[config.mk]
export PLATFORM = sky130hd
export DESIGN_NAME = egc_ram
export DESIGN_NICKNAME = d
export VERILOG_FILES = /design/src/hw/rtl/egc_ram.sv
export SDC_FILE = /design/constraint.sdc
export NUM_CORES = 1
export LEC_CHECK = 0
export BUFFER_PORTS_ARGS = -buffer_cell sky130_fd_sc_hd__clkbuf_2
export CAP_MARGIN = 30
export CORE_MARGIN = 5
export CORE_UTILIZATION = 30
export DETAILED_ROUTE_END_ITERATION = 12
export PLACE_DENSITY = 0.53
export SLEW_MARGIN = 30
export SYNTH_ARGS = -nofsm -noshare
export SYNTH_HDL_FRONTEND = slang
export SYNTH_SLANG_ARGS = --single-unit
[constraint.sdc]
create_clock -name clk -period 1.14 [get_ports clk]
set_input_delay 0.171 -clock clk [delete_from_list [all_inputs] [get_ports clk]]
set_output_delay 0.171 -clock clk [all_outputs]
set_load 0.02 [all_outputs]
[src/hw/rtl/egc_ram.sv]
module egc_ram #(
  parameter int WIDTH = 8,
  parameter int DEPTH = 2,
  parameter int AW    = (DEPTH > 1) ? $clog2(DEPTH) : 1
) (
  input  logic             clk,
  input  logic             we,
  input  logic [AW-1:0]    waddr,
  input  logic [WIDTH-1:0] wdata,
  input  logic [AW-1:0]    raddr,
  output logic [WIDTH-1:0] rdata
);

  logic [WIDTH-1:0] mem [DEPTH];

  always_ff @(posedge clk) begin
    if (we) begin
      mem[waddr] <= wdata;
    end
    rdata <= mem[raddr];
  end

endmodule

==> out/summary.txt <==
Outcome: completed
Critical path required time: 0.97 ns
All-Layer GR Usage: 0.0603
IO buf count: 19
# setup viols final: 0
Syn Inst Count: 35
Crit-path max cell delay: 0.33 ns
Initial antenna violation count: 0
Max-cap violation count: 0
Slew Limit Fails: 0
Fin. Hold Viols: 0
Gpl congestion: 0.609
Commonest non-fill, non-tap cell in the layout: clkbuf_2
Die width: 61.1 um
Post-Syn Area: 785 um2
Cell chain of the critical path: clkbuf_2
Initial DRC Count: 4
Worst-Margin Slew: 0.384 ns
Tcrit/Tclk final: 0.839
Synth top area share: 0.612
Fin Setup TNS: 0 ns
Power per cell area: 1590 nW/um2
Clk_skew: 0.00393 ns
WL final: 993 um
Synth Area in Adders: 0
Simple-gate share of the synthesized area: 0.0159
Seq cells post-synth: 24
RSZ-0062 raised after global routing: false
Crit end category: output pin
First-pass GRT wire length: 1500 um
Gr ovfl total: 0
Share of layout cells above drive strength 1: 0.542
Worst hold slack: 0.0526 ns
# DRC: 0
Final #Nets: 72
Synthesis Warnings: 0
Ports: 20
Syn Area/Cell: 22.4 um2
CORE AREA: 2500 um2
Critical path buffer and inverter count: 1
Antenna Nets Post-Route: 0
Seq/Total Area, Yosys: 0.817
Critical path's top delay family: flip-flops
Arrival time at the worst endpoint: 0.79 ns
Vias per Instance: 4.01
Crit Path Class: flop to output pin
Leak Pwr: 0.393 nW
Post-synth top area cell: edfxtp_1
Full die area: 3740 um2
Clock Pin Slew Worst Setup and Hold Paths: 0.12 ns
Max Root-Sink Buffers: 2
Height of the die: 61.1 um
Via count: 357
TritonCTS Sinks: 24
Starting Density: 0.314
Total power: 1.51 mW
Peak supply drop: 650 uV
Synthesis-to-layout area growth: 20.7%
Max Clk Rate: 1.05 GHz
Netlist cell types: 6
Worst setup SP type: flop
CTS tree: yes
Root Buffer Master: clkbuf_4
Cts repair resizes: 0
DR WL/cell: 11.2 um
Synth Area in XOR/XNOR: 0
Largest net degree at the start of global routing: 14
Syn_nets: 47
Mux cell area share after synthesis: 0.153
Latest clock arrival within the worst-skew pair: 0.30 ns
Vias in the first global route: 345
Largest family of logic cells by synthesized area: multiplexers
Worst hold path class: primary input to flop
Ant diodes: 0
Final Critical Period: 0.956 ns
Worst path slowest cell: dfxtp_1
Crit path max fanout: 1
Total CTS buffers: 3
Initial DRT Pass Iterations: 2
H-tree Lvls: 1
Area contributors post-synth: edfxtp_1, dfxtp_1, mux2_4
Highest-count cells in the layout ignoring fill and taps: clkbuf_2, edfxtp_1, mux2_4, dfxtp_1, clkbuf_4
Max-slew headroom: 0.744
Postcts setup bufs: 0
Rows: 18
Synth Area in Compound Gates: 0
Cts hold-fix bufs: 0
where the power goes:
group	internal, mW	switching (mW)
sequential	0.996	0.0143
combinational	0.0738	0.0750
clock	0.127	0.223
total	1.20	0.313
cells in the mapped netlist:
| cell | n |
|---|---|
| and2_1 | 1 |
| buf_6 | 1 |
| dfxtp_1 | 8 |
| edfxtp_1 | 16 |
| mux2_4 | 8 |
| nor2b_1 | 1 |
routing by layer:
layer	vias to the layer above	track usage	share of wire
met5	-	0	0
met4	0	0.0372	0
met3	0	0.0231	0.099
met2	14	0.0906	0.49
met1	167	0.0728	0.41
li1	176	-	-
registers in the layout, summed over array words and instances (netlist names):
| name | count |
|---|---|
| mem | 16 |
| rdata | 8 |
kinds of logic after synthesis:
kind of cell | Yosys count
AND/OR/NAND/NOR | 2
multiplexers | 8
flip-flops | 24
buffers and inverters | 1
final cells by class:
| type | count | area, um2 |
|---|---|---|
| Clock buffer | 3 | 22.5 |
| Tap cell | 30 | 37.5 |
| Sequential cell | 24 | 641 |
| Timing Repair Buffer | 21 | 110 |
| Fill cell | 243 | 1550 |
| Multi-Input combinational cell | 10 | 133 |
| Clock inverter | 1 | 3.75 |
final timing paths:
path	end	start	depth (start not counted)	slack (ns)
worst max-delay path	rdata[4]	rdata[4]	1	0.18
worst max register to register	rdata[4]	mem[0][4]	1	0.39
worst min-delay path	mem[0][4]	wdata[4]	1	0.05
worst min register to register	rdata[7]	mem[0][7]	1	0.48
stage by stage:
stage               instance area, um2  worst slack, ns  cells   util
floorplan                          785            0.176     35      -
global placement                   921            0.197     85  0.368
detailed placement                 921            0.160     85  0.368
CTS                                947            0.164     89  0.379
global route                       947            0.132     89  0.379
finish                             947            0.184     89  0.379
Power figures use the tool's default switching activity.
