==> src/hw/rtl/egc_pkg.sv <==
package egc_pkg;

  localparam int EGC_MAX_VERTICES = 128;

  localparam int VERTEX_W = 7;
  localparam int COUNT_W  = 8;
  localparam int CLASS_W  = 2;

  localparam logic [COUNT_W-1:0] VERTEX_COUNT_RESET = 8'd128;
  localparam logic [COUNT_W-1:0] ODD_SAT            = 8'hFF;
  localparam logic [COUNT_W-1:0] ODD_PAIR           = 8'd2;

  localparam logic [CLASS_W-1:0] CLS_NOT_CONN = 2'd0;
  localparam logic [CLASS_W-1:0] CLS_EULER    = 2'd1;
  localparam logic [CLASS_W-1:0] CLS_SEMI     = 2'd2;
  localparam logic [CLASS_W-1:0] CLS_NEITHER  = 2'd3;

  typedef logic [VERTEX_W-1:0] vertex_t;

  // status of the odd-degree counter
  typedef struct packed {
    logic               done;
    logic [COUNT_W-1:0] odd;
  } odd_stat_t;

endpackage

==> src/hw/rtl/egc_odd_count.sv <==
module egc_odd_count #(
  parameter int N = 2
) (
  input  logic              clk,
  input  logic              rst,
  input  logic              start,
  input  logic [N-1:0]      vec,
  output egc_pkg::odd_stat_t stat
);
  import egc_pkg::*;

  logic               busy;
  logic [N-1:0]       sh;
  logic [COUNT_W-1:0] odd;

  // one bit per cycle, stops once the remaining bits are all zero
  // start is only taken while idle, so a held start does not reload
  always_ff @(posedge clk) begin
    if (rst) begin
      busy <= 1'b0;
    end else if (start && !busy) begin
      busy <= 1'b1;
      sh   <= vec;
      odd  <= '0;
    end else if (busy) begin
      if (sh == '0) begin
        busy <= 1'b0;
      end else begin
        sh <= sh >> 1;
        if (sh[0] && odd != ODD_SAT) begin
          odd <= odd + COUNT_W'(1);
        end
      end
    end
  end

  assign stat.done = busy && (sh == '0);
  assign stat.odd  = odd;

endmodule

==> config.mk <==
export PLATFORM = sky130hd
export DESIGN_NAME = egc_odd_count
export DESIGN_NICKNAME = d
export VERILOG_FILES = /design/src/hw/rtl/egc_pkg.sv /design/src/hw/rtl/egc_odd_count.sv
export SDC_FILE = /design/constraint.sdc
export NUM_CORES = 1
export LEC_CHECK = 0
export BUFFER_PORTS_ARGS = -buffer_cell sky130_fd_sc_hd__buf_2
export CORE_AREA = 2 2 39 41
export DETAILED_ROUTE_END_ITERATION = 8
export DIE_AREA = 0 0 41 43
export MAX_ROUTING_LAYER = met4
export SETUP_SLACK_MARGIN = 0.05
export SLEW_MARGIN = 30
export SYNTH_ARGS = -nofsm -noshare
export SYNTH_HDL_FRONTEND = slang
export SYNTH_SLANG_ARGS = --single-unit
export TNS_END_PERCENT = 20
==> constraint.sdc <==
create_clock -name clk -period 4 [get_ports clk]
set_clock_uncertainty 0.2 [all_clocks]
set_input_delay 0.8 -clock clk [delete_from_list [all_inputs] [get_ports clk]]
set_output_delay 0.8 -clock clk [all_outputs]
set_load 0.02 [all_outputs]
==> results of run 1 <==
-- cell type report --
class / instances / area (µm²)
fillers: 131 / 723
flip-flops and latches: 11 / 320
multi-input cells: 38 / 218
repair buffers: 14 / 72.6
clock buffers: 4 / 26.3
well taps: 16 / 20.0
inverters: 1 / 3.75
-- tightest hold or removal path, delay by kind of cell (launching register included) --
family	cells	cell delay, ps
flops	1	350
simple gates	2	110
-- cells by family (layout without fill, tap and decap cells) --
family | after synthesis | in the layout | synth area share (%)
and+or+nand+nor | 27 | 27 | 26.3
DFF | 11 | 11 | 58.6
AOI/OAI and AO/OA | 7 | 7 | 6.41
xor gates and xnor gates | 3 | 3 | 4.81
buffers and inverters | 2 | 19 | 1.60
adders and majority gates | 1 | 1 | 2.29
-- final timing paths --
path	end	slack, ps	depth (start not counted)
worst max register to register	odd[1]	1970	4
worst min-delay path	sh[0]	360	2
worst min register to register	sh[0]	360	2
worst max-delay path	odd[1]	1690	5
-- layer usage --
metal / share of wire (%) / vias to the layer above / track usage [%]
li1: - / 219 / -
met1: 47 / 199 / 20.7
met2: 47 / 10 / 20.6
met3: 4.3 / 2 / 1.57
met4: 0.82 / 0 / 8.00
met5: 0 / - / -
-- power groups by stage --
stage / Combinational [mW] / Sequential, mW / Clock (mW)
after floorplan: 0.0181 / 0.152 / 0
after global placement: 0.0357 / 0.147 / 0
after detailed placement: 0.0361 / 0.147 / 0
after CTS: 0.0362 / 0.145 / 0.0717
after global routing: 0.0406 / 0.146 / 0.0767
final: 0.0355 / 0.145 / 0.0708
-- metrics by stage --
step	hold WS (ps)	power (mW)	area [µm²]	worst slack, ps	util [%]
final	359	0.251	661	1690	47.7
after global routing	433	0.264	661	1470	47.7
after floorplan	316	0.170	547	1660	-
after CTS	360	0.252	661	1660	47.7
after detailed placement	344	0.183	634	1400	45.8
after global placement	340	0.183	634	1480	45.8
-- placed cells by master, fill, tap and decap left out, types with 2 or more instances in the layout --
| cell | count |
|---|---|
| sky130_fd_sc_hd__buf_2 | 13 |
| sky130_fd_sc_hd__edfxtp_1 | 10 |
| sky130_fd_sc_hd__nor2_1 | 6 |
| sky130_fd_sc_hd__nand2_1 | 4 |
| sky130_fd_sc_hd__a21oi_1 | 4 |
| sky130_fd_sc_hd__nor3_1 | 3 |
| sky130_fd_sc_hd__o21ai_0 | 3 |
| sky130_fd_sc_hd__or3_1 | 3 |
| sky130_fd_sc_hd__nand3_1 | 3 |
| sky130_fd_sc_hd__clkbuf_4 | 3 |
| sky130_fd_sc_hd__nand4_1 | 2 |
| sky130_fd_sc_hd__and2_1 | 2 |
| sky130_fd_sc_hd__xor2_1 | 2 |
-- state kept, by name, summed over array words and instances, names as in the netlist --
name	count
busy	1
odd	8
sh	2
==> reports/results.md, run 1 <==
| Metric | Reported | Unit |
|---|---|---|
| Endpoints failing setup | 0 | - |
| Detailed-route wire length | 977 | µm |
| Max-slew violation count | 0 | - |
| Buffers and inverters on the worst path | 2 | - |
| Slowest cell on the critical path | sky130_fd_sc_hd__nor2b_1 | - |
| Number of failing hold endpoints at the final stage | 0 | - |
| Proportion of power drawn by the clock network | 28.2 | % |
| Number of nets in the finished design | 75 | - |
| Biggest cell delay along the critical path | 520 | ps |
| Worst-Margin Slew | 626 | ps |
| Total number of vias | 430 | - |
| Dominant register cell in the synthesized netlist | sky130_fd_sc_hd__edfxtp_1 | - |
| RR Startpoint | busy | - |
| Internal portion of total power | 0.188 | mW |
| Number of placed instances, taps included | 80 | - |
| Root Buffer | sky130_fd_sc_hd__clkbuf_4 | - |
| Sequential element share of the synthesized area | 58.6 | % |
| Initial standard-cell utilization of the core | 39.5 | % |
| Fraction of layout instances using a drive strength above 1 | 26.5 | % |
| Number of gates resized after cts | 0 | - |
| Sum of net half-perimeters after detailed placement | 755 | µm |
| Switching Share | 25.0 | % |
| Data arrival at the endpoint of the critical path | 2090 | ps |
| Row cnt | 14 | - |
| Worst min-delay path category | reg2reg | - |
| Inserted Diodes | 0 | - |
| DR pass1 iterations | 4 | - |
| MaxCap Viol Count | 0 | - |
| Number of violations reported at the end of detailed-routing iteration 0 | 10 | - |
| Overall die height | 43 | µm |
| Highest Clock Rate | 432 | MHz |
| Highest net fanout along the worst path | 10 | - |
| Worst-case clock buffer depth | 2 | - |
| Yosys top cell by area | sky130_fd_sc_hd__edfxtp_1 | - |
| Crit path cell chain | buf_2 -> nor2b_1 -> a21oi_1 -> nor3_1 -> buf_4 | - |
| Net switching component of the power | 0.0626 | mW |
| Highest ir drop seen on vdd | 0.000170 | V |
| Power density over cell area | 380 | nW/µm² |
| Worst-skew pair later-pin latency | 260 | ps |
| Critical path capture point type | register | - |
| Fraction of the cycle the final worst path needs | 57.8 | % |
| Unrepaired setup endpoints after global routing | no | - |
| Wire length of the first global-routing pass | 1730 | µm |
| Data required time at the worst endpoint | 3770 | ps |
| DRC Markers | 0 | - |
| Net count of the mapped netlist | 57 | - |
| Total Routing Usage GR | 14.8 | % |
| Static leakage | 0.257 | nW |
| Total clock buffers created by CTS | 3 | - |
| CP top delay family | simple AND/OR/NAND/NOR gates | - |
| Hold path startpoint | sh[1] | - |
| Die Width | 41 | µm |
| Post-synth ARST share | 0 | % |
| Number of antenna violations at the first check in global routing | 0 | - |
| Critical path launch point | start | - |
| Number of register bits inferred by synthesis | 11 | - |
| Number of hold buffers added after cts | 0 | - |
| Clk sink count | 11 | - |
| Die ar. | 1760 | µm² |
| Final ANT Viol Nets | 0 | - |
| Result of the run | completed | - |
| Top-Level Pins | 14 | - |
| Final Instance Count excl. Fillers | 84 | - |
| Most frequent cell after synthesis | sky130_fd_sc_hd__edfxtp_1 | - |
| PortBufs | 13 | - |
| Most used standard cells in the synthesized netlist | sky130_fd_sc_hd__edfxtp_1, sky130_fd_sc_hd__nor2_1, sky130_fd_sc_hd__a21oi_1, sky130_fd_sc_hd__nand2_1 | - |
| Routed len/inst | 11.6 | µm |
| Share of Yosys cell area claimed by the top area cell type | 54.9 | % |
| Number of enable-type register cells in the synthesized netlist | 10 | - |
| Clock tree from TritonCTS | built | - |
| Vias per cell | 5.12 | - |
| Post-synthesis cell area | 547 | µm² |
| Shortest period the worst path allows | 2310 | ps |
| Vias in the first global route | 418 | - |
| Critical setup path kind | in2reg | - |
| Setup tns final | 0 | ps |
| CP startpoint kind | input pin | - |
| Gate count of the mapped netlist | 51 | - |
| Global route total overflow | 0 | - |
| Number of setup buffers added after CTS | 0 | - |
| Number of different library cells in the post-synthesis netlist | 20 | - |
| Worst-case headroom to the max-slew limit | 58.2 | % |
| Signed area change from the synthesized netlist to the final layout | 20.8 | % |
| Synth Warn # | 0 | - |
| H-tree Lvls | 1 | - |
| Routability congestion estimate | 0.701 | - |
| Core footprint | 1380 | µm² |
| Clock transition at path regs | 70 | ps |
| Largest cells by area after synthesis | sky130_fd_sc_hd__edfxtp_1, sky130_fd_sc_hd__nor2_1, sky130_fd_sc_hd__a21oi_1 | - |
| Share of power burned in combinational logic | 14.2 | % |
| Pin count of the biggest net entering global routing | 11 | - |
| Sequential group share of total power | 57.6 | % |
| Synth Area per Inst | 10.7 | µm² |
(Power assumes the default switching activity.)
==> inputs of run 2 (changes only) <==
--- a/config.mk
+++ b/config.mk
@@ -5,11 +5,13 @@
 export SDC_FILE = /design/constraint.sdc
 export NUM_CORES = 1
 export LEC_CHECK = 0
+export ABC_AREA = 1
 export BUFFER_PORTS_ARGS = -buffer_cell sky130_fd_sc_hd__buf_2
-export CORE_AREA = 2 2 39 41
+export CORE_MARGIN = 2
+export CORE_UTILIZATION = 44
 export DETAILED_ROUTE_END_ITERATION = 8
-export DIE_AREA = 0 0 41 43
 export MAX_ROUTING_LAYER = met4
+export PLACE_DENSITY = 0.7
 export SETUP_SLACK_MARGIN = 0.05
 export SLEW_MARGIN = 30
 export SYNTH_ARGS = -nofsm -noshare
==> constraint.sdc (replaced) <==
create_clock -name clk -period 2 [get_ports clk]
set_clock_uncertainty 0.2 [all_clocks]
set_input_delay 0.4 -clock clk [delete_from_list [all_inputs] [get_ports clk]]
set_output_delay 0.4 -clock clk [all_outputs]
set_load 0.02 [all_outputs]
==> run 2 against run 1 <==
  * Combinational power rose to 2.6 times the previous value
  * Non-clock buffer count increased by 1
  * Setup slack worse by 1500 ps
  * Final cell count rose by 20%
  * Clock-buffer cell count unchanged
  * Sequential share of layout area down 3.8 points
  * Clock power rose by 110%
  * Sequential cell count unchanged
  * Register-to-register slack got worse by 1800 ps
  * Critical endpoint is now odd[2]
  * Largest cell class unchanged
  * Highest routed layer unchanged
==> reports/results.md, run 2 <==
| Metric | Reported | Unit | vs previous |
|---|---|---|---|
| Dominant register cell in the synthesized netlist | sky130_fd_sc_hd__edfxtp_1 | - | unchanged |
| Root Buffer | sky130_fd_sc_hd__clkbuf_4 | - | unchanged |
| Register Area | 320 | µm² | unchanged |
| Proportion of power drawn by the clock network | 28.1 | % | was 28.2% |
| Pin count of the biggest net entering global routing | 9 | - | was 11 |
| Highest ir drop seen on vdd | 0.000336 | V | was 0.000170 V |
| Worst min-delay path category | in2reg | - | was reg2reg |
| Endpoints failing setup | 0 | - | unchanged |
| Gate count of the mapped netlist | 67 | - | was 51 |
| Largest cells by area after synthesis | sky130_fd_sc_hd__edfxtp_1, sky130_fd_sc_hd__nand2_1, sky130_fd_sc_hd__nor2_1 | - | was sky130_fd_sc_hd__edfxtp_1, sky130_fd_sc_hd__nor2_1, sky130_fd_sc_hd__a21oi_1 |
| Endpoint of the worst hold-timing path | sh[0] | - | unchanged |
| Worst-case clock buffer depth | 2 | - | unchanged |
| Crit Reg-Reg Endpoint | odd[2] | - | was odd[1] |
| Clock transition at path regs | 70 | ps | about the same |
| Fraction of layout instances using a drive strength above 1 | 32.6 | % | was 26.5% |
| Number of nets in the finished design | 93 | - | was 75 |
| Post-synthesis cell area | 581 | µm² | was 547 µm² |
| Leading registers by flop count | odd x8, sh x2, busy x1 | - | unchanged |
| RR Startpoint | odd[0] | - | was busy |
| Number of gates resized after cts | 0 | - | unchanged |
| Die Width | 40.3 | µm | was 41 µm |
| Detailed-route wire length | 1050 | µm | was 977 µm |
| Synth Area per Inst | 8.67 | µm² | was 10.7 µm² |
| Critical path capture point type | register | - | unchanged |
| Max FFs per register | 8 | - | unchanged |
| Final instance area | 717 | µm² | was 661 µm² |
| Most common library cell in the layout ignoring fill and taps | sky130_fd_sc_hd__nand2_1 | - | was sky130_fd_sc_hd__buf_2 |
| Setup tns final | 0 | ps | unchanged |
| Leading cell types in the layout, fill and taps excluded | sky130_fd_sc_hd__nand2_1, sky130_fd_sc_hd__nor2_1, sky130_fd_sc_hd__buf_2 | - | was sky130_fd_sc_hd__buf_2, sky130_fd_sc_hd__edfxtp_1, sky130_fd_sc_hd__nor2_1 |
| Highest net fanout along the worst path | 4 | - | was 10 |
| Number of failing hold endpoints at the final stage | 0 | - | unchanged |
| Share of Yosys cell area claimed by the top area cell type | 51.7 | % | was 54.9% |
| Share of the synthesized area in compound gates (AO/OA/AOI/OAI) | 8.19 | % | was 6.41% |
| Biggest cell delay along the critical path | 450 | ps | was 520 ps |
| Multi-input gate area | 234 | µm² | was 218 µm² |
| Net switching component of the power | 0.150 | mW | was 0.0626 mW |
| CP startpoint kind | register | - | was input pin |
| Number of enable-type register cells in the synthesized netlist | 10 | - | unchanged |
| Unrepaired setup endpoints after global routing | no | - | unchanged |
| Static leakage | 0.337 | nW | was 0.257 nW |
| Sequential group share of total power | 54.3 | % | was 57.6% |
| Most frequent cell after synthesis | sky130_fd_sc_hd__nand2_1 | - | was sky130_fd_sc_hd__edfxtp_1 |
| Shortest period the worst path allows | 1820 | ps |  |
| Vias per cell | 4.65 | - | was 5.12 |
| Overall die height | 40.3 | µm | was 43 µm |
| Sequential element share of the synthesized area | 55.2 | % | was 58.6% |
| Number of placed instances, taps included | 97 | - | was 80 |
| Core footprint | 1270 | µm² | was 1380 µm² |
| Count of cells along the worst hold path | 3 | - | was 2 |
| Switching Share | 28.0 | % | was 25.0% |
| Standard cell area after detailed placement | 683 | µm² | was 634 µm² |
| Net count of the mapped netlist | 73 | - | was 57 |
| Number of violations reported at the end of detailed-routing iteration 0 | 9 | - | was 10 |
| Inserted Diodes | 0 | - | unchanged |
| Clk sink count | 11 | - | unchanged |
| Worst-skew pair later-pin latency | 270 | ps | was 260 ps |
| Worst-case headroom to the max-slew limit | 85.3 | % | was 58.2% |
| DR pass1 iterations | 4 | - | unchanged |
| Fraction of the cycle the final worst path needs | 91.2 | % |  |
| Worst-Margin Slew | 220 | ps | was 626 ps |
| Share of power burned in combinational logic | 17.5 | % | was 14.2% |
| Register with the most flip-flops | odd | - | unchanged |
| Yosys top cell by area | sky130_fd_sc_hd__edfxtp_1 | - | unchanged |
| Cell mode on critical path | sky130_fd_sc_hd__nand2_1 | - |  |
| Path length in cells of the critical path | 7 | - | was 5 |
| Highest Clock Rate | 548 | MHz |  |
| Top-Level Pins | 14 | - | unchanged |
| Number of hold buffers added after cts | 0 | - | unchanged |
| Number of antenna violations at the first check in global routing | 0 | - | unchanged |
| Max-slew violation count | 0 | - | unchanged |
| Hold path startpoint | vec[0] | - | was sh[1] |
| Buffers and inverters on the worst path | 1 | - | was 2 |
| Final Instance Count excl. Fillers | 101 | - | was 84 |
| Signed area change from the synthesized netlist to the final layout | 23.5 | % | was 20.8% |
| Number of different library cells in the post-synthesis netlist | 15 | - | was 20 |
| Number of register bits inferred by synthesis | 11 | - | unchanged |
| Fill cell instance count of the final layout | 119 | - | was 131 |
| Final total power | 0.536 | mW | was 0.251 mW |
| Most used standard cells in the synthesized netlist | sky130_fd_sc_hd__nand2_1, sky130_fd_sc_hd__nor2_1, sky130_fd_sc_hd__edfxtp_1 | - | was sky130_fd_sc_hd__edfxtp_1, sky130_fd_sc_hd__nor2_1, sky130_fd_sc_hd__a21oi_1, sky130_fd_sc_hd__nand2_1 |
| Fraction of the mapped netlist area in simple logic gates | 28.0 | % | was 26.3% |
| Total clock buffers created by CTS | 3 | - | unchanged |
| Combinational family with the most area after synthesis | simple AND/OR/NAND/NOR gates | - | unchanged |
| Data arrival at the endpoint of the critical path | 1610 | ps | was 2090 ps |
| Vias in the first global route | 418 | - | unchanged |
| Data required time at the worst endpoint | 1790 | ps | was 3770 ps |
| Clock tree from TritonCTS | built | - | unchanged |
| Synth Warn # | 0 | - | unchanged |
| MaxCap Viol Count | 0 | - | unchanged |
| CP top delay family | flip-flops | - | was simple AND/OR/NAND/NOR gates |
| Fin util | 56.5 | % | was 47.7% |
| Crit path cell chain | ha_1 -> nand2_1 -> nor2_1 -> nand2_1 -> nand2_1 -> a21oi_4 -> buf_4 | - | was buf_2 -> nor2b_1 -> a21oi_1 -> nor3_1 -> buf_4 |
| Xor/xnor cell area share of the yosys netlist | 0 | % | was 4.81% |
| Slowest cell on the critical path | sky130_fd_sc_hd__edfxtp_1 | - | was sky130_fd_sc_hd__nor2b_1 |
| Initial standard-cell utilization of the core | 45.8 | % | was 39.5% |
| Global route total overflow | 0 | - | unchanged |
| Number of setup buffers added after CTS | 0 | - | unchanged |
| Total Routing Usage GR | 17.8 | % | was 14.8% |
| PortBufs | 13 | - | unchanged |
| Post-synth ARST share | 0 | % | unchanged |
| Power density over cell area | 747 | nW/µm² | was 380 nW/µm² |
| Final ANT Viol Nets | 0 | - | unchanged |
| Routability congestion estimate | 0.694 | - | was 0.701 |
| H-tree Lvls | 1 | - | unchanged |
| R2R Setup Slk | 180 | ps | was 1970 ps |
| Row cnt | 13 | - | was 14 |
| Share of synthesized cell area in full adder, half adder and majority cells | 2.16 | % | was 2.29% |
| Critical setup path kind | reg2reg | - | was in2reg |
| Sum of net half-perimeters after detailed placement | 838 | µm | was 755 µm |
| Routed len/inst | 10.4 | µm | was 11.6 µm |
| Die ar. | 1630 | µm² | was 1760 µm² |
| Internal portion of total power | 0.386 | mW | was 0.188 mW |
| Total number of vias | 470 | - | was 430 |
| Multiplexer area fraction after synthesis | 0 | % | unchanged |
| DRC Markers | 0 | - | unchanged |
| Result of the run | completed | - | unchanged |
| Length in cells of the worst reg-to-reg path | 7 | - | was 4 |
| Wire length of the first global-routing pass | 1750 | µm | was 1730 µm |
==> run 2: changes by cell type in the layout (fill, tap and decap cells not counted), sizes merged, moves of 3 or more <==
cell   before  now
nor2        6   17
nor3        3    0
or3         3    0
nand2       4   16
nand4       3    0
inv         1   10
==> run 2: cells by family after synthesis <==
kind of cell,Yosys count
DFF,11
buffers and inverters,10
AOI/OAI and AO/OA,8
and+or+nand+nor,37
adders and majority gates,1
==> run 2: routing by layer <==
| layer | wire (µm) | up-vias | global-route usage, % |
|---|---|---|---|
| li1 | - | 252 | - |
| met1 | 473 | 200 | 21.0 |
| met2 | 510 | 14 | 27.0 |
| met3 | 47 | 4 | 5.00 |
| met4 | 15 | 0 | 10.0 |
| met5 | 0 | - | - |
==> run 2: worst max path at each step <==
stage / startpoint / end
after detailed placement: odd[0] / odd[2]
after floorplan: odd[0] / odd[0]
after global placement: odd[0] / odd[6]
after CTS: odd[0] / odd[2]
after global routing: odd[0] / odd[2]
final: odd[0] / odd[2]
==> run 2: layout make-up <==
cell class / instances / share of cell area (%)
flip-flops and latches: 11 / 44.7
well taps: 15 / 2.62
repair buffers: 15 / 11.2
clock buffers: 4 / 3.66
multi-input cells: 46 / 32.6
inverters: 10 / 5.24
==> run 2: power groups by stage <==
stage	Combinational, mW	Sequential (mW)	Clock (mW)
CTS	0.0934	0.291	0.158
global route	0.108	0.295	0.165
floorplan	0.0481	0.307	0
finish	0.0939	0.291	0.151
detailed placement	0.0931	0.296	0
global placement	0.0911	0.295	0
==> run 2: worst reg2reg max path, cell delays in order (launching register included) <==
cell and delay (ps):
sky130_fd_sc_hd__edfxtp_1 450, sky130_fd_sc_hd__ha_1 270, sky130_fd_sc_hd__nand2_1 100, sky130_fd_sc_hd__nor2_1 50, sky130_fd_sc_hd__nand2_1 50, sky130_fd_sc_hd__nand2_1 80, sky130_fd_sc_hd__a21oi_4 180, sky130_fd_sc_hd__buf_4 170
==> run 2: stage by stage <==
step	hold slack [ps]	setup WS [ps]
finish	200	175
global placement	336	224
detailed placement	348	149
floorplan	311	132
CTS	196	138
global route	225	79.7
==> inputs of run 3 (changes only) <==
--- a/config.mk
+++ b/config.mk
@@ -7,11 +7,11 @@
 export LEC_CHECK = 0
 export ABC_AREA = 1
 export BUFFER_PORTS_ARGS = -buffer_cell sky130_fd_sc_hd__buf_2
-export CORE_MARGIN = 2
-export CORE_UTILIZATION = 44
+export CORE_AREA = 2 2 39 41
 export DETAILED_ROUTE_END_ITERATION = 8
+export DIE_AREA = 0 0 41 43
 export MAX_ROUTING_LAYER = met4
-export PLACE_DENSITY = 0.7
+export PLACE_DENSITY = 0.67
 export SETUP_SLACK_MARGIN = 0.05
 export SLEW_MARGIN = 30
 export SYNTH_ARGS = -nofsm -noshare
==> constraint.sdc (replaced) <==
create_clock -name clk -period 2.1 [get_ports clk]
set_clock_uncertainty 0.2 [all_clocks]
set_input_delay 0.42 -clock clk [delete_from_list [all_inputs] [get_ports clk]]
set_output_delay 0.42 -clock clk [all_outputs]
set_load 0.02 [all_outputs]
==> run 3 against run 2 <==
  * Sequential share of layout area increased by 0.87 points
  * Global-route usage decreased by 3.6 points
  * First-iteration DRC count decreased by 78%
  * Non-clock buffer count decreased by 1
  * Critical path depth unchanged
  * Core utilization decreased by 5.7 points
  * Cell area decreased by 1.9%
==> reports/results.md, run 3 (same netlist as run 2, synthesis figures left out) <==
| Metric | Reported | Unit | vs previous |
|---|---|---|---|
| Sequential group share of total power | 54.7 | % | was 54.3% |
| Data arrival at the endpoint of the critical path | 1630 | ps | was 1610 ps |
| Met3 usage in global routing | 3.14 | % | was 5.00% |
| Internal portion of total power | 0.364 | mW | was 0.386 mW |
| Power density over cell area | 718 | nW/µm² | was 747 nW/µm² |
| Data required time at the worst endpoint | 1880 | ps | was 1790 ps |
| Signed area change from the synthesized netlist to the final layout | 21.1 | % | was 23.5% |
| Max-slew violation count | 0 | - | unchanged |
| Shortest period the worst path allows | 1850 | ps | was 1820 ps |
| Crit Reg-Reg Endpoint | odd[5] | - | was odd[2] |
| Clk sink count | 11 | - | unchanged |
| Number of gates resized after cts | 0 | - | unchanged |
| Cell mode on critical path | sky130_fd_sc_hd__nand2_1 | - | unchanged |
| Number of hold buffers added after cts | 0 | - | unchanged |
| DR pass1 iterations | 2 | - | was 4 |
| Row cnt | 14 | - | was 13 |
| Top-Level Pins | 14 | - | unchanged |
| Global routing usage on met2 | 20.0 | % | was 27.0% |
| Register Area | 320 | µm² | unchanged |
| Setup tns final | 0 | ps | unchanged |
| RR Startpoint | odd[0] | - | unchanged |
| Root Buffer | sky130_fd_sc_hd__clkbuf_4 | - | unchanged |
| Worst-Margin Slew | 188 | ps | was 220 ps |
| Fraction of the cycle the final worst path needs | 88.2 | % | was 91.2% |
| CP top delay family | flip-flops | - | unchanged |
| GR Layer Usage met1 | 18.3 | % | was 21.0% |
| Fill cell instance count of the final layout | 145 | - | was 119 |
| Leading registers by flop count | odd x8, sh x2, busy x1 | - | unchanged |
| Highest net fanout along the worst path | 6 | - | was 4 |
| Pre-CTS WS | 170 | ps | was 149 ps |
| Die ar. | 1760 | µm² | was 1630 µm² |
| Number of failing hold endpoints at the final stage | 0 | - | unchanged |
| Global route total overflow | 0 | - | unchanged |
| Routability congestion estimate | 0.729 | - | was 0.694 |
| Number of antenna violations at the first check in global routing | 0 | - | unchanged |
| Clock tree from TritonCTS | built | - | unchanged |
| Routing layer with the top usage in global route | met2 | - | unchanged |
| Biggest cell delay along the critical path | 440 | ps | was 450 ps |
| Routed len/inst | 10.2 | µm | was 10.4 µm |
| Net switching component of the power | 0.141 | mW | was 0.150 mW |
| Highest Clock Rate | 540 | MHz | was 548 MHz |
| Unrepaired setup endpoints after global routing | no | - | unchanged |
| Max FFs per register | 8 | - | unchanged |
| Fraction of layout instances using a drive strength above 1 | 31.8 | % | was 32.6% |
| Highest ir drop seen on vdd | 0.000288 | V | was 0.000336 V |
| Count of cells along the worst hold path | 3 | - | unchanged |
| Sum of net half-perimeters after detailed placement | 793 | µm | was 838 µm |
| Worst-case headroom to the max-slew limit | 87.4 | % | was 85.3% |
| Final ANT Viol Nets | 0 | - | unchanged |
| Number of setup buffers added after CTS | 0 | - | unchanged |
| Vias per cell | 4.72 | - | was 4.65 |
| Wire length of the first global-routing pass | 1650 | µm | was 1750 µm |
| MaxCap Viol Count | 0 | - | unchanged |
| Initial standard-cell utilization of the core | 42.0 | % | was 45.8% |
| Total number of vias | 477 | - | was 470 |
| Total Routing Usage GR | 14.3 | % | was 17.8% |
| Final Worst Setup Slack | 247 | ps | was 175 ps |
| Hold path startpoint | vec[0] | - | unchanged |
| Buffers and inverters on the worst path | 1 | - | unchanged |
| Hold slack final | 220 | ps | was 200 ps |
| PortBufs | 13 | - | unchanged |
| Multi-input gate area | 226 | µm² | was 234 µm² |
| Leading cell types in the layout, fill and taps excluded | sky130_fd_sc_hd__nand2_1, sky130_fd_sc_hd__nor2_1, sky130_fd_sc_hd__buf_2 | - | unchanged |
| Switching Share | 27.9 | % | was 28.0% |
| Proportion of power drawn by the clock network | 28.5 | % | was 28.1% |
| Static leakage | 0.330 | nW | was 0.337 nW |
| Result of the run | completed | - | unchanged |
| Pin count of the biggest net entering global routing | 9 | - | unchanged |
| Vias in the first global route | 418 | - | unchanged |
| Worst-skew pair later-pin latency | 270 | ps | about the same |
| Register with the most flip-flops | odd | - | unchanged |
| R2R Setup Slk | 250 | ps | was 180 ps |
| Share of power burned in combinational logic | 16.8 | % | was 17.5% |
| Endpoint of the worst hold-timing path | sh[0] | - | unchanged |
| Number of nets in the finished design | 92 | - | was 93 |
| Most common library cell in the layout ignoring fill and taps | sky130_fd_sc_hd__nand2_1 | - | unchanged |
| Critical path capture point type | register | - | unchanged |
| Critical setup path kind | reg2reg | - | unchanged |
| DRC Markers | 0 | - | unchanged |
| Detailed-route wire length | 1030 | µm | was 1050 µm |
| Clock transition at path regs | 70 | ps | about the same |
| H-tree Lvls | 1 | - | unchanged |
| Worst min-delay path category | in2reg | - | unchanged |
| CP startpoint kind | register | - | unchanged |
| Slowest cell on the critical path | sky130_fd_sc_hd__edfxtp_1 | - | unchanged |
| Inserted Diodes | 0 | - | unchanged |
| Total clock buffers created by CTS | 3 | - | unchanged |
| Length in cells of the worst reg-to-reg path | 7 | - | unchanged |
| Number of violations reported at the end of detailed-routing iteration 0 | 2 | - | was 9 |
| Crit path cell chain | ha_1 -> nand2_1 -> nor2_1 -> nand2_1 -> nand2_1 -> a21oi_2 -> buf_4 | - | was ha_1 -> nand2_1 -> nor2_1 -> nand2_1 -> nand2_1 -> a21oi_4 -> buf_4 |
| Endpoints failing setup | 0 | - | unchanged |
| Fin util | 50.8 | % | was 56.5% |
| Overall die height | 43 | µm | was 40.3 µm |
| Worst-case clock buffer depth | 2 | - | unchanged |
| Die Width | 41 | µm | was 40.3 µm |
| Core footprint | 1380 | µm² | was 1270 µm² |
-- run 3: power groups by stage --
stage,registers [mW],clock network [mW],logic [mW]
3_3_place_gp,0.281,0,0.0836
5_1_grt,0.279,0.153,0.0963
6_report,0.276,0.144,0.0848
3_5_place_dp,0.281,0,0.0850
2_1_floorplan,0.293,0,0.0449
4_1_cts,0.276,0.148,0.0855
-- run 3: routing by layer --
metal	up-vias	wire (µm)
met5	-	0
met4	0	20
met3	4	50
met2	13	481
met1	209	482
li1	251	-
-- run 3: worst max path at each step --
stage | start | to | slack, ps | depth (start not counted)
final | odd[0] | odd[5] | 250 | 7
after global routing | odd[0] | odd[6] | 140 | 7
after CTS | odd[0] | odd[5] | 150 | 7
after detailed placement | odd[0] | odd[5] | 170 | 7
after global placement | odd[0] | odd[5] | 260 | 7
after floorplan | odd[0] | odd[0] | 70 | 6
-- run 3: area by class of cell --
cell class / instances / share of cell area (%)
Clock buffer: 4 / 3.74
Timing Repair Buffer: 14 / 10.3
Tap cell: 16 / 2.85
Sequential cell: 11 / 45.6
Multi-Input combinational cell: 46 / 32.2
Inverter: 10 / 5.34
-- run 3: tightest hold or removal path, delay by kind of cell --
kind                   cells  cell delay [ps]
AND/OR/NAND/NOR            2               80
buffers and inverters      1               70
-- run 3: stage by stage --
step / instance area (µm²) / std cells / power, mW
floorplan: 581 / 67 / 0.338
global placement: 673 / 97 / 0.364
detailed placement: 673 / 97 / 0.366
CTS: 699 / 101 / 0.510
global route: 703 / 101 / 0.529
finish: 703 / 101 / 0.505
